**config.mk**
```make
export PLATFORM = sky130hd
export DESIGN_NAME = planar_velocity_saturator_unit
export DESIGN_NICKNAME = d
export VERILOG_FILES = /design/src/rtl/pvs_pkg.sv /design/src/rtl/pvs_front.sv /design/src/rtl/pvs_queue.sv /design/src/rtl/pvs_back.sv /design/src/rtl/planar_velocity_saturator_unit.sv
export SDC_FILE = /design/constraint.sdc
export NUM_CORES = 2
export LEC_CHECK = 0
export BUFFER_PORTS_ARGS = -buffer_cell sky130_fd_sc_hd__clkbuf_2
export CORE_ASPECT_RATIO = 1.25
export CORE_MARGIN = 4
export CORE_UTILIZATION = 45
export DETAILED_ROUTE_END_ITERATION = 16
export GPL_ROUTABILITY_DRIVEN = 1
export GPL_TIMING_DRIVEN = 1
export PLACE_DENSITY_LB_ADDON = 0.1
export SKIP_LAST_GASP = 1
export SYNTH_ARGS = -nofsm -noshare
export SYNTH_HDL_FRONTEND = slang
export SYNTH_SLANG_ARGS = --single-unit
export TNS_END_PERCENT = 5
```
**constraint.sdc**
```tcl
create_clock -name clock -period 8.2 [get_ports clock]
set_input_delay 0.41 -clock clock [delete_from_list [all_inputs] [get_ports clock]]
set_output_delay 0.41 -clock clock [all_outputs]
set_load 0.05 [all_outputs]
```
**src/rtl/pvs_pkg.sv**
```systemverilog
// ----------------------------------------------------------------------------
// pvs_pkg
// Shared types and constants of the planar velocity saturator.
// ----------------------------------------------------------------------------
package pvs_pkg;

   // Configuration register data width and reset limit (2.0 in Q8.8)
   localparam int PVS_CSR_WIDTH      = 15;
   localparam int PVS_HARD_LIMIT_INT = 2;
   localparam int PVS_Q_FRAC_BITS    = 8;

   // Entries in the queue between front and back
   localparam int PVS_QUEUE_DEPTH = 4;

   typedef enum logic [0:0] {
      CSR_MAX_LINEAR  = 1'b0,
      CSR_MAX_ANGULAR = 1'b1
   } pvs_csr_idx_type;

   // Per-item control: which axis (if any) takes the ratio, and its sign
   typedef struct packed {
      logic scale_x;
      logic scale_y;
      logic scale_neg;
   } pvs_ctl_type;

endpackage

```
**src/rtl/pvs_front.sv**
```systemverilog
// ----------------------------------------------------------------------------
// pvs_front
// Classifies an incoming command: axis magnitudes, larger axis, limit
// checks, clamped values and the division operands for the back end.
// ----------------------------------------------------------------------------
module pvs_front #(
   parameter int VEL_WIDTH = 16
) (
   input  logic signed [VEL_WIDTH-1:0] vel_x,
   input  logic signed [VEL_WIDTH-1:0] vel_y,
   input  logic signed [VEL_WIDTH-1:0] vel_turn,
   input  logic        [VEL_WIDTH-2:0] max_linear,
   input  logic        [VEL_WIDTH-2:0] max_angular,
   output pvs_pkg::pvs_ctl_type         ctl,
   output logic        [VEL_WIDTH-1:0] num,
   output logic        [VEL_WIDTH-1:0] den,
   output logic signed [VEL_WIDTH-1:0] pre_x,
   output logic signed [VEL_WIDTH-1:0] pre_y,
   output logic signed [VEL_WIDTH-1:0] pre_turn
);
   import pvs_pkg::*;

   localparam int VW = VEL_WIDTH;

   logic          neg_x, neg_y, neg_t;
   logic [VW-1:0] mag_x, mag_y, mag_t;
   logic [VW-1:0] lin_lim, ang_lim;
   logic [VW-1:0] lin_neg, ang_neg;
   logic          x_major, x_over, y_over, t_over;

   always_comb begin
      neg_x = vel_x[VW-1];
      neg_y = vel_y[VW-1];
      neg_t = vel_turn[VW-1];
      // most negative input yields 2^(VW-1), which fits unsigned
      mag_x = neg_x ? (~$unsigned(vel_x) + 1'b1) : $unsigned(vel_x);
      mag_y = neg_y ? (~$unsigned(vel_y) + 1'b1) : $unsigned(vel_y);
      mag_t = neg_t ? (~$unsigned(vel_turn) + 1'b1) : $unsigned(vel_turn);

      lin_lim = {1'b0, max_linear};
      ang_lim = {1'b0, max_angular};
      lin_neg = ~lin_lim + 1'b1;
      ang_neg = ~ang_lim + 1'b1;

      // tie goes to y as the larger axis
      x_major = mag_x > mag_y;
      x_over  = mag_x > lin_lim;
      y_over  = mag_y > lin_lim;
      t_over  = mag_t > ang_lim;

      num = x_major ? mag_y : mag_x;
      den = x_major ? mag_x : mag_y;

      pre_x    = x_over ? $signed(neg_x ? lin_neg : lin_lim) : vel_x;
      pre_y    = y_over ? $signed(neg_y ? lin_neg : lin_lim) : vel_y;
      pre_turn = t_over ? $signed(neg_t ? ang_neg : ang_lim) : vel_turn;

      ctl.scale_x   = x_over & ~x_major;
      ctl.scale_y   = y_over & x_major;
      ctl.scale_neg = x_major ? neg_y : neg_x;
   end

endmodule

```
**src/rtl/pvs_queue.sv**
```systemverilog
// ----------------------------------------------------------------------------
// pvs_queue
// Short FIFO between front and back. The back drains the head whenever
// an entry is present; full raises busy toward the command side.
// ----------------------------------------------------------------------------
module pvs_queue #(
   parameter int DATA_WIDTH = 8
) (
   input  logic                  clock,
   input  logic                  reset,
   input  logic                  push,
   input  logic [DATA_WIDTH-1:0] push_data,
   output logic                  full,
   output logic                  pop_valid,
   output logic [DATA_WIDTH-1:0] pop_data
);
   import pvs_pkg::*;

   localparam int DEPTH = PVS_QUEUE_DEPTH;
   localparam int PTR_W = $clog2(DEPTH);
   localparam int CNT_W = $clog2(DEPTH + 1);

   logic [DATA_WIDTH-1:0] entry_ff [DEPTH];
   logic [PTR_W-1:0]      wr_ptr_ff, wr_ptr_in;
   logic [PTR_W-1:0]      rd_ptr_ff, rd_ptr_in;
   logic [CNT_W-1:0]      count_ff, count_in;
   logic                  pop;

   assign full      = count_ff == CNT_W'(DEPTH);
   assign pop_valid = count_ff != '0;
   assign pop       = pop_valid;
   assign pop_data  = entry_ff[rd_ptr_ff];

   always_comb begin
      wr_ptr_in = push ? wr_ptr_ff + 1'b1 : wr_ptr_ff;
      rd_ptr_in = pop ? rd_ptr_ff + 1'b1 : rd_ptr_ff;
      unique case ({push, pop})
         2'b10:   count_in = count_ff + 1'b1;
         2'b01:   count_in = count_ff - 1'b1;
         default: count_in = count_ff;
      endcase
   end

   always_ff @(posedge clock) begin
      if (reset) begin
         wr_ptr_ff <= '0;
         rd_ptr_ff <= '0;
         count_ff  <= '0;
      end else begin
         wr_ptr_ff <= wr_ptr_in;
         rd_ptr_ff <= rd_ptr_in;
         count_ff  <= count_in;
      end
   end

   always_ff @(posedge clock) begin
      if (push) begin
         entry_ff[wr_ptr_ff] <= push_data;
      end
   end

endmodule

```
**src/rtl/pvs_back.sv**
```systemverilog
// ----------------------------------------------------------------------------
// pvs_back
// Pipelined restoring divider for the axis ratio, one quotient bit per
// stage, followed by the limit-times-ratio multiply and the output stage.
// ----------------------------------------------------------------------------
module pvs_back #(
   parameter int VEL_WIDTH       = 16,
   parameter int RATIO_FRAC_BITS = 16
) (
   input  logic                        clock,
   input  logic                        reset,
   input  logic                        in_valid,
   input  pvs_pkg::pvs_ctl_type        in_ctl,
   input  logic        [VEL_WIDTH-1:0] in_num,
   input  logic        [VEL_WIDTH-1:0] in_den,
   input  logic signed [VEL_WIDTH-1:0] in_pre_x,
   input  logic signed [VEL_WIDTH-1:0] in_pre_y,
   input  logic signed [VEL_WIDTH-1:0] in_pre_turn,
   input  logic        [VEL_WIDTH-2:0] max_linear,
   output logic                        rsp_valid,
   output logic signed [VEL_WIDTH-1:0] rsp_sat_x,
   output logic signed [VEL_WIDTH-1:0] rsp_sat_y,
   output logic signed [VEL_WIDTH-1:0] rsp_sat_turn
);
   import pvs_pkg::*;

   localparam int VW     = VEL_WIDTH;
   localparam int FB     = RATIO_FRAC_BITS;
   localparam int QW     = FB + 1;
   localparam int PROD_W = VW + FB;
   localparam int NST    = FB + 1;

   // divider stages
   logic              st_valid_ff [NST];
   logic              st_valid_in [NST];
   logic [VW-1:0]     st_rem_ff   [NST];
   logic [VW-1:0]     st_rem_in   [NST];
   logic [VW-1:0]     st_den_ff   [NST];
   logic [VW-1:0]     st_den_in   [NST];
   logic [QW-1:0]     st_quo_ff   [NST];
   logic [QW-1:0]     st_quo_in   [NST];
   logic [VW-1:0]     st_px_ff    [NST];
   logic [VW-1:0]     st_px_in    [NST];
   logic [VW-1:0]     st_py_ff    [NST];
   logic [VW-1:0]     st_py_in    [NST];
   logic [VW-1:0]     st_pt_ff    [NST];
   logic [VW-1:0]     st_pt_in    [NST];
   pvs_ctl_type       st_ctl_ff   [NST];
   pvs_ctl_type       st_ctl_in   [NST];

   // multiply stage
   logic              mul_valid_ff;
   logic [PROD_W-1:0] mul_prod_ff, mul_prod_in;
   logic [VW-1:0]     mul_px_ff, mul_py_ff, mul_pt_ff;
   pvs_ctl_type       mul_ctl_ff;

   // output stage
   logic              out_valid_ff;
   logic [VW-1:0]     out_x_ff, out_x_in;
   logic [VW-1:0]     out_y_ff, out_y_in;
   logic [VW-1:0]     out_t_ff;

   logic [VW:0]       trial, diff;
   logic              ge;
   logic [VW-1:0]     scaled_mag, scaled;

   always_comb begin
      // first stage decides the integer bit (set only on a tie)
      ge = in_num >= in_den;
      st_valid_in[0] = in_valid;
      st_rem_in[0]   = ge ? (in_num - in_den) : in_num;
      st_den_in[0]   = in_den;
      st_quo_in[0]   = {{FB{1'b0}}, ge};
      st_px_in[0]    = $unsigned(in_pre_x);
      st_py_in[0]    = $unsigned(in_pre_y);
      st_pt_in[0]    = $unsigned(in_pre_turn);
      st_ctl_in[0]   = in_ctl;
      trial = '0;
      diff  = '0;
      for (int k = 1; k < NST; k++) begin
         trial = {st_rem_ff[k-1], 1'b0};
         diff  = trial - {1'b0, st_den_ff[k-1]};
         ge    = trial >= {1'b0, st_den_ff[k-1]};
         st_valid_in[k] = st_valid_ff[k-1];
         st_rem_in[k]   = ge ? diff[VW-1:0] : trial[VW-1:0];
         st_den_in[k]   = st_den_ff[k-1];
         st_quo_in[k]   = {st_quo_ff[k-1][QW-2:0], ge};
         st_px_in[k]    = st_px_ff[k-1];
         st_py_in[k]    = st_py_ff[k-1];
         st_pt_in[k]    = st_pt_ff[k-1];
         st_ctl_in[k]   = st_ctl_ff[k-1];
      end
   end

   assign mul_prod_in = PROD_W'(max_linear) * PROD_W'(st_quo_ff[NST-1]);

   always_comb begin
      // truncate toward zero on the magnitude, then restore the sign
      scaled_mag = mul_prod_ff[FB +: VW];
      scaled     = mul_ctl_ff.scale_neg ? (~scaled_mag + 1'b1) : scaled_mag;
      out_x_in   = mul_ctl_ff.scale_x ? scaled : mul_px_ff;
      out_y_in   = mul_ctl_ff.scale_y ? scaled : mul_py_ff;
   end

   always_ff @(posedge clock) begin
      if (reset) begin
         for (int k = 0; k < NST; k++) begin
            st_valid_ff[k] <= 1'b0;
         end
         mul_valid_ff <= 1'b0;
         out_valid_ff <= 1'b0;
      end else begin
         st_valid_ff  <= st_valid_in;
         mul_valid_ff <= st_valid_ff[NST-1];
         out_valid_ff <= mul_valid_ff;
      end
   end

   always_ff @(posedge clock) begin
      st_rem_ff   <= st_rem_in;
      st_den_ff   <= st_den_in;
      st_quo_ff   <= st_quo_in;
      st_px_ff    <= st_px_in;
      st_py_ff    <= st_py_in;
      st_pt_ff    <= st_pt_in;
      st_ctl_ff   <= st_ctl_in;
      mul_prod_ff <= mul_prod_in;
      mul_px_ff   <= st_px_ff[NST-1];
      mul_py_ff   <= st_py_ff[NST-1];
      mul_pt_ff   <= st_pt_ff[NST-1];
      mul_ctl_ff  <= st_ctl_ff[NST-1];
      out_x_ff    <= out_x_in;
      out_y_ff    <= out_y_in;
      out_t_ff    <= mul_pt_ff;
   end

   assign rsp_valid    = out_valid_ff;
   assign rsp_sat_x    = $signed(out_x_ff);
   assign rsp_sat_y    = $signed(out_y_ff);
   assign rsp_sat_turn = $signed(out_t_ff);

endmodule

```
**src/rtl/planar_velocity_saturator_unit.sv**
```systemverilog
// ----------------------------------------------------------------------------
// planar_velocity_saturator_unit
// Saturates a planar velocity command (x, y, turn) in signed Q8.8.
//
// Command channel: a command transfers on a rising edge with start high and
// busy low. Commands may follow each other in every cycle; one command per
// cycle is sustained.
// Result channel: rsp_valid marks a result for exactly one cycle; results
// come in command order, one per command. The receiver cannot stall, so
// the pipeline never holds back.
// Pipeline: a command passes through the queue register, RATIO_FRAC_BITS + 1
// divider stages (one ratio bit each), the multiply stage and the output
// register before its result is visible.
// Config channel: csr_ready is always high; index 0 sets max_linear, index
// 1 sets max_angular. Write only while no command is in flight.
// Reset: both limits return to 2.0 and the pipeline empties.
// ----------------------------------------------------------------------------
module planar_velocity_saturator_unit #(
   parameter int VEL_WIDTH       = 16,
   parameter int RATIO_FRAC_BITS = 16
) (
   input  logic                                clock,
   input  logic                                reset,
   input  logic                                start,
   output logic                                busy,
   input  logic signed [VEL_WIDTH-1:0]         req_vel_x,
   input  logic signed [VEL_WIDTH-1:0]         req_vel_y,
   input  logic signed [VEL_WIDTH-1:0]         req_vel_turn,
   output logic                                rsp_valid,
   output logic signed [VEL_WIDTH-1:0]         rsp_sat_x,
   output logic signed [VEL_WIDTH-1:0]         rsp_sat_y,
   output logic signed [VEL_WIDTH-1:0]         rsp_sat_turn,
   input  logic                                csr_valid,
   output logic                                csr_ready,
   input  pvs_pkg::pvs_csr_idx_type            csr_index,
   input  logic [pvs_pkg::PVS_CSR_WIDTH-1:0]   csr_wdata
);
   import pvs_pkg::*;

   localparam int VW        = VEL_WIDTH;
   localparam int LIM_W     = VW - 1;
   localparam int CTL_W     = $bits(pvs_ctl_type);
   localparam int QDATA_W   = CTL_W + 5 * VW;
   localparam logic [LIM_W-1:0] LIM_RESET =
      LIM_W'(PVS_HARD_LIMIT_INT << PVS_Q_FRAC_BITS);

   logic [LIM_W-1:0] max_linear_ff, max_linear_in;
   logic [LIM_W-1:0] max_angular_ff, max_angular_in;

   pvs_ctl_type          f_ctl;
   logic [VW-1:0]        f_num, f_den;
   logic signed [VW-1:0] f_pre_x, f_pre_y, f_pre_turn;

   logic                 push, q_full, q_valid;
   logic [QDATA_W-1:0]   q_wdata, q_rdata;

   pvs_ctl_type          b_ctl;
   logic [VW-1:0]        b_num, b_den, b_pre_x, b_pre_y, b_pre_turn;

   assign csr_ready = 1'b1;

   always_comb begin
      max_linear_in  = max_linear_ff;
      max_angular_in = max_angular_ff;
      if (csr_valid) begin
         unique case (csr_index)
            CSR_MAX_LINEAR:  max_linear_in  = LIM_W'(csr_wdata);
            CSR_MAX_ANGULAR: max_angular_in = LIM_W'(csr_wdata);
            default: begin
               max_linear_in  = max_linear_ff;
               max_angular_in = max_angular_ff;
            end
         endcase
      end
   end

   always_ff @(posedge clock) begin
      if (reset) begin
         max_linear_ff  <= LIM_RESET;
         max_angular_ff <= LIM_RESET;
      end else begin
         max_linear_ff  <= max_linear_in;
         max_angular_ff <= max_angular_in;
      end
   end

   pvs_front #(
      .VEL_WIDTH (VEL_WIDTH)
   ) u_front (
      .vel_x       (req_vel_x),
      .vel_y       (req_vel_y),
      .vel_turn    (req_vel_turn),
      .max_linear  (max_linear_ff),
      .max_angular (max_angular_ff),
      .ctl         (f_ctl),
      .num         (f_num),
      .den         (f_den),
      .pre_x       (f_pre_x),
      .pre_y       (f_pre_y),
      .pre_turn    (f_pre_turn)
   );

   // transfer into the queue on every accepted command
   assign busy    = q_full;
   assign push    = start & ~q_full;
   assign q_wdata = {f_ctl, f_num, f_den, $unsigned(f_pre_x), $unsigned(f_pre_y),
                     $unsigned(f_pre_turn)};

   pvs_queue #(
      .DATA_WIDTH (QDATA_W)
   ) u_queue (
      .clock     (clock),
      .reset     (reset),
      .push      (push),
      .push_data (q_wdata),
      .full      (q_full),
      .pop_valid (q_valid),
      .pop_data  (q_rdata)
   );

   assign {b_ctl, b_num, b_den, b_pre_x, b_pre_y, b_pre_turn} = q_rdata;

   pvs_back #(
      .VEL_WIDTH       (VEL_WIDTH),
      .RATIO_FRAC_BITS (RATIO_FRAC_BITS)
   ) u_back (
      .clock        (clock),
      .reset        (reset),
      .in_valid     (q_valid),
      .in_ctl       (b_ctl),
      .in_num       (b_num),
      .in_den       (b_den),
      .in_pre_x     ($signed(b_pre_x)),
      .in_pre_y     ($signed(b_pre_y)),
      .in_pre_turn  ($signed(b_pre_turn)),
      .max_linear   (max_linear_ff),
      .rsp_valid    (rsp_valid),
      .rsp_sat_x    (rsp_sat_x),
      .rsp_sat_y    (rsp_sat_y),
      .rsp_sat_turn (rsp_sat_turn)
   );

endmodule

```
==> flow_summary.ini <==
[floorplanning]
dieArea_mm2 = 0.1725
initial_core_util = 0.4545
io_pins = 119
die_w_um = 372.3
fp.dieH_um = 463.4
row_count = 166
core-area_mm2 = 0.1643

[timing]
finalHoldViolations = 0
fin_crit_ns = 7.008
tightest_slew_ns = 1.214
fin_worst_skew_ns = 0.05228
fin_crit_sh = 0.8546
slew_headroom = 0.1904
tns_ns = 0
setup_viol = 0
clock.fmax_ghz = 0.1427
drv_slew = 0
grt_setup_unrepaired = no

[clocking]
cts.sinks = 2037
cts_tree = done
numCtsBuffers = 192
clk_path_buf_depth = 3
clock_tree.root_cell = clkbuf_16
clk_pin_slew_worst_paths_ns = 0.06
clk_latency_ns = 0.83
htreeDepth = 4
cts_setup_buffers = 0
cts_resized = 0

[synthesis]
async_flop_share = 0
synth_cell_type_count = 87
synth-seq-cells = 2037
syn_nets = 6813
netlist_instances = 6100
synth_flop_cell = dfxtp_1
ys_warn_count = 0
synth-edff-count = 332
netlist_area_mm2 = 0.07466
seq_area_frac_synth = 0.5907
syn-mean-instance-area_um2 = 12.24

[drt]
vias = 42100
routed_via_density = 4.848
avgRoutedWirePerCell_um = 17.30
first_pass_iters = 5
drt_iter0_markers = 1631
wirelength_um = 150200
drtAntennaViolNets = 0
drc_errors = 0

[critical_path]
worstPathRequired_ns = 8.94
cp.arrival_ns = 7.75
critPathKind = reg -> reg
endpoint_kind = flop
cp-start-kind = flop
worstPathMaxFanout = 22

[layout]
nets = 7040
syn_to_final_growth_pct = 13.56
drive_gt1_frac = 0.1214
layout_commonest_cell = dfxtp_1
layout_common_cells = dfxtp_1 (1703), inv_1 (632), ha_1 (436), nand2_1 (383), edfxtp_1 (332)

[grt]
grt_max_degree = 61
grt_pass1_vias = 43630
grt-ovfl-total = 0
antenna_found_initial = 18
grt_pass1_wl_um = 239300
grt_usage = 0.1763

[flow_run]
maxCapViolations = 0

[outcome]
status = finished, final reports clean

[worst_hold_path]
hold_path.class = in -> reg

[placement]
dp_hpwl_um = 111300
gp_congestion = 0.8966
portBuffers = 117
## synthesized netlist by cell type (5+ instances only)
cell	n	share of area
dfxtp_1	1705	0.46
inv_1	632	0.032
ha_1	436	0.073
nand2_1	383	0.019
edfxtp_1	332	0.13
a21oi_1	299	0.020
nor2_1	273	0.014
fa_1	209	0.056
o21ai_0	190	0.013
xnor2_1	181	0.021
mux2_2	177	0.027
and2_1	159	0.013
xor2_1	117	0.014
clkbuf_1	95	0.0048
mux4_2	81	0.024
nor2b_1	80	0.0067
a21o_1	75	0.0075
nor3_1	64	0.0043
nand3_1	55	0.0037
nand4_1	51	0.0043
nand2b_1	45	0.0038
o21a_1	43	0.0043
o31ai_1	34	0.0034
mux2i_1	28	0.0038
or3_1	26	0.0022
o41ai_1	24	0.0028
buf_1	21	0.0011
nor4_1	21	0.0018
a21boi_0	20	0.0020
o21bai_1	20	0.0020
and3_1	19	0.0016
o211ai_1	16	0.0016
a211oi_1	15	0.0015
buf_2	13	0.00087
a31oi_1	12	0.0010
or2_2	12	0.0010
a211o_1	10	0.0012
or4_1	9	0.00090
a2111oi_0	7	0.00082
and4_1	7	0.00082
nand3b_1	7	0.00070
mux2_1	6	0.00090
mux2_4	6	0.0012
a31oi_2	5	0.00084
## timing repair
action                                  in CTS  in global routing
hold buffers                                29                  0
hold endpoints to repair                    82                  0
endpoints found under the setup margin       0                  0
## critical path: stages, from the launching register on
cell	delay, ns
dfxtp_1	0.90
nand2_1	0.18
fa_1	0.50
fa_1	0.50
fa_1	0.49
inv_1	0.05
fa_1	0.51
fa_1	0.55
inv_1	0.05
fa_1	0.53
inv_1	0.06
ha_1	0.29
nand2_1	0.07
o21ai_0	0.40
a2111oi_0	0.15
a21oi_1	0.52
a21oi_1	0.21
o21ai_0	0.51
nor4_1	0.09
nor3_1	0.25
xnor2_1	0.14
## logic make-up (layout without fill, tap and decap cells)
logic type,after synthesis,count (layout),share of synthesized area
adders and majority gates,645,645,0.1291
other,1,9,0.00005023
and+or+nand+nor,1223,1223,0.07952
xor gates and xnor gates,298,298,0.03496
DFF,2037,2037,0.5907
buffers and inverters,769,1162,0.03938
muxes,298,298,0.05699
AOI/OAI and AO/OA,829,829,0.06931
## metrics by stage
step	instances	instance area (um2)	hold slack (ns)	setup WS, ns	util
floorplan	6100	74660	0.3096	2.103	-
global placement	8288	77640	0.3097	1.244	0.4726
detailed placement	8288	77640	0.3121	1.143	0.4726
CTS	8677	84770	0.003871	1.166	0.5160
global route	8681	84780	0.02893	0.7446	0.5160
finish	8685	84790	0.08747	1.192	0.5161
## state kept, by name (all words and copies together) (netlist names), 15 cells and up, named ones only
name                 count
u_back.st_den_ff       256
u_back.st_rem_ff       256
u_back.mul_prod_ff      16
u_back.mul_px_ff        16
u_back.rsp_sat_y        16
u_back.st_quo_ff       153
u_back.mul_pt_ff        16
max_linear_ff           15
u_back.rsp_sat_turn     16
u_back.mul_py_ff        16
u_back.st_px_ff        272
max_angular_ff          15
u_back.st_ctl_ff        51
u_back.st_py_ff        272
u_back.st_pt_ff        272
u_queue.entry_ff       332
u_back.rsp_sat_x        16
u_back.st_valid_ff      17
## routing by layer
layer,track usage,vias to the layer above,part of all wire
met4,0.06454,10,0.033
met5,0,-,0.00038
met2,0.3118,619,0.50
met1,0.2127,20230,0.42
met3,0.03330,270,0.040
li1,-,20970,-
## cell type report
cell class                      instances  area, um2
Clock buffer                          249       5406
Antenna cell                            8      20.02
Timing Repair Buffer                  169       1049
Tap cell                             2184       2733
Clock inverter                        111       1430
Fill cell                           14310      79500
Inverter                              633       2376
Multi-Input combinational cell       3294      27670
Sequential cell                      2037      44110
## worst paths after layout
path	from	endpoint	slack, ns	depth (start not counted)
max	max_linear_ff[11]	u_back.mul_prod_ff[31]	1.19	20
min	req_vel_turn[5]	u_queue.entry_ff[2][5]	0.09	3
max reg2reg	max_linear_ff[11]	u_back.mul_prod_ff[31]	1.19	20
min reg2reg	u_back.st_py_ff[232]	u_back.st_py_ff[216]	0.29	0
Power is not shown: default switching activity piles up to over one toggle a cycle in this logic, so the estimate is an artifact.
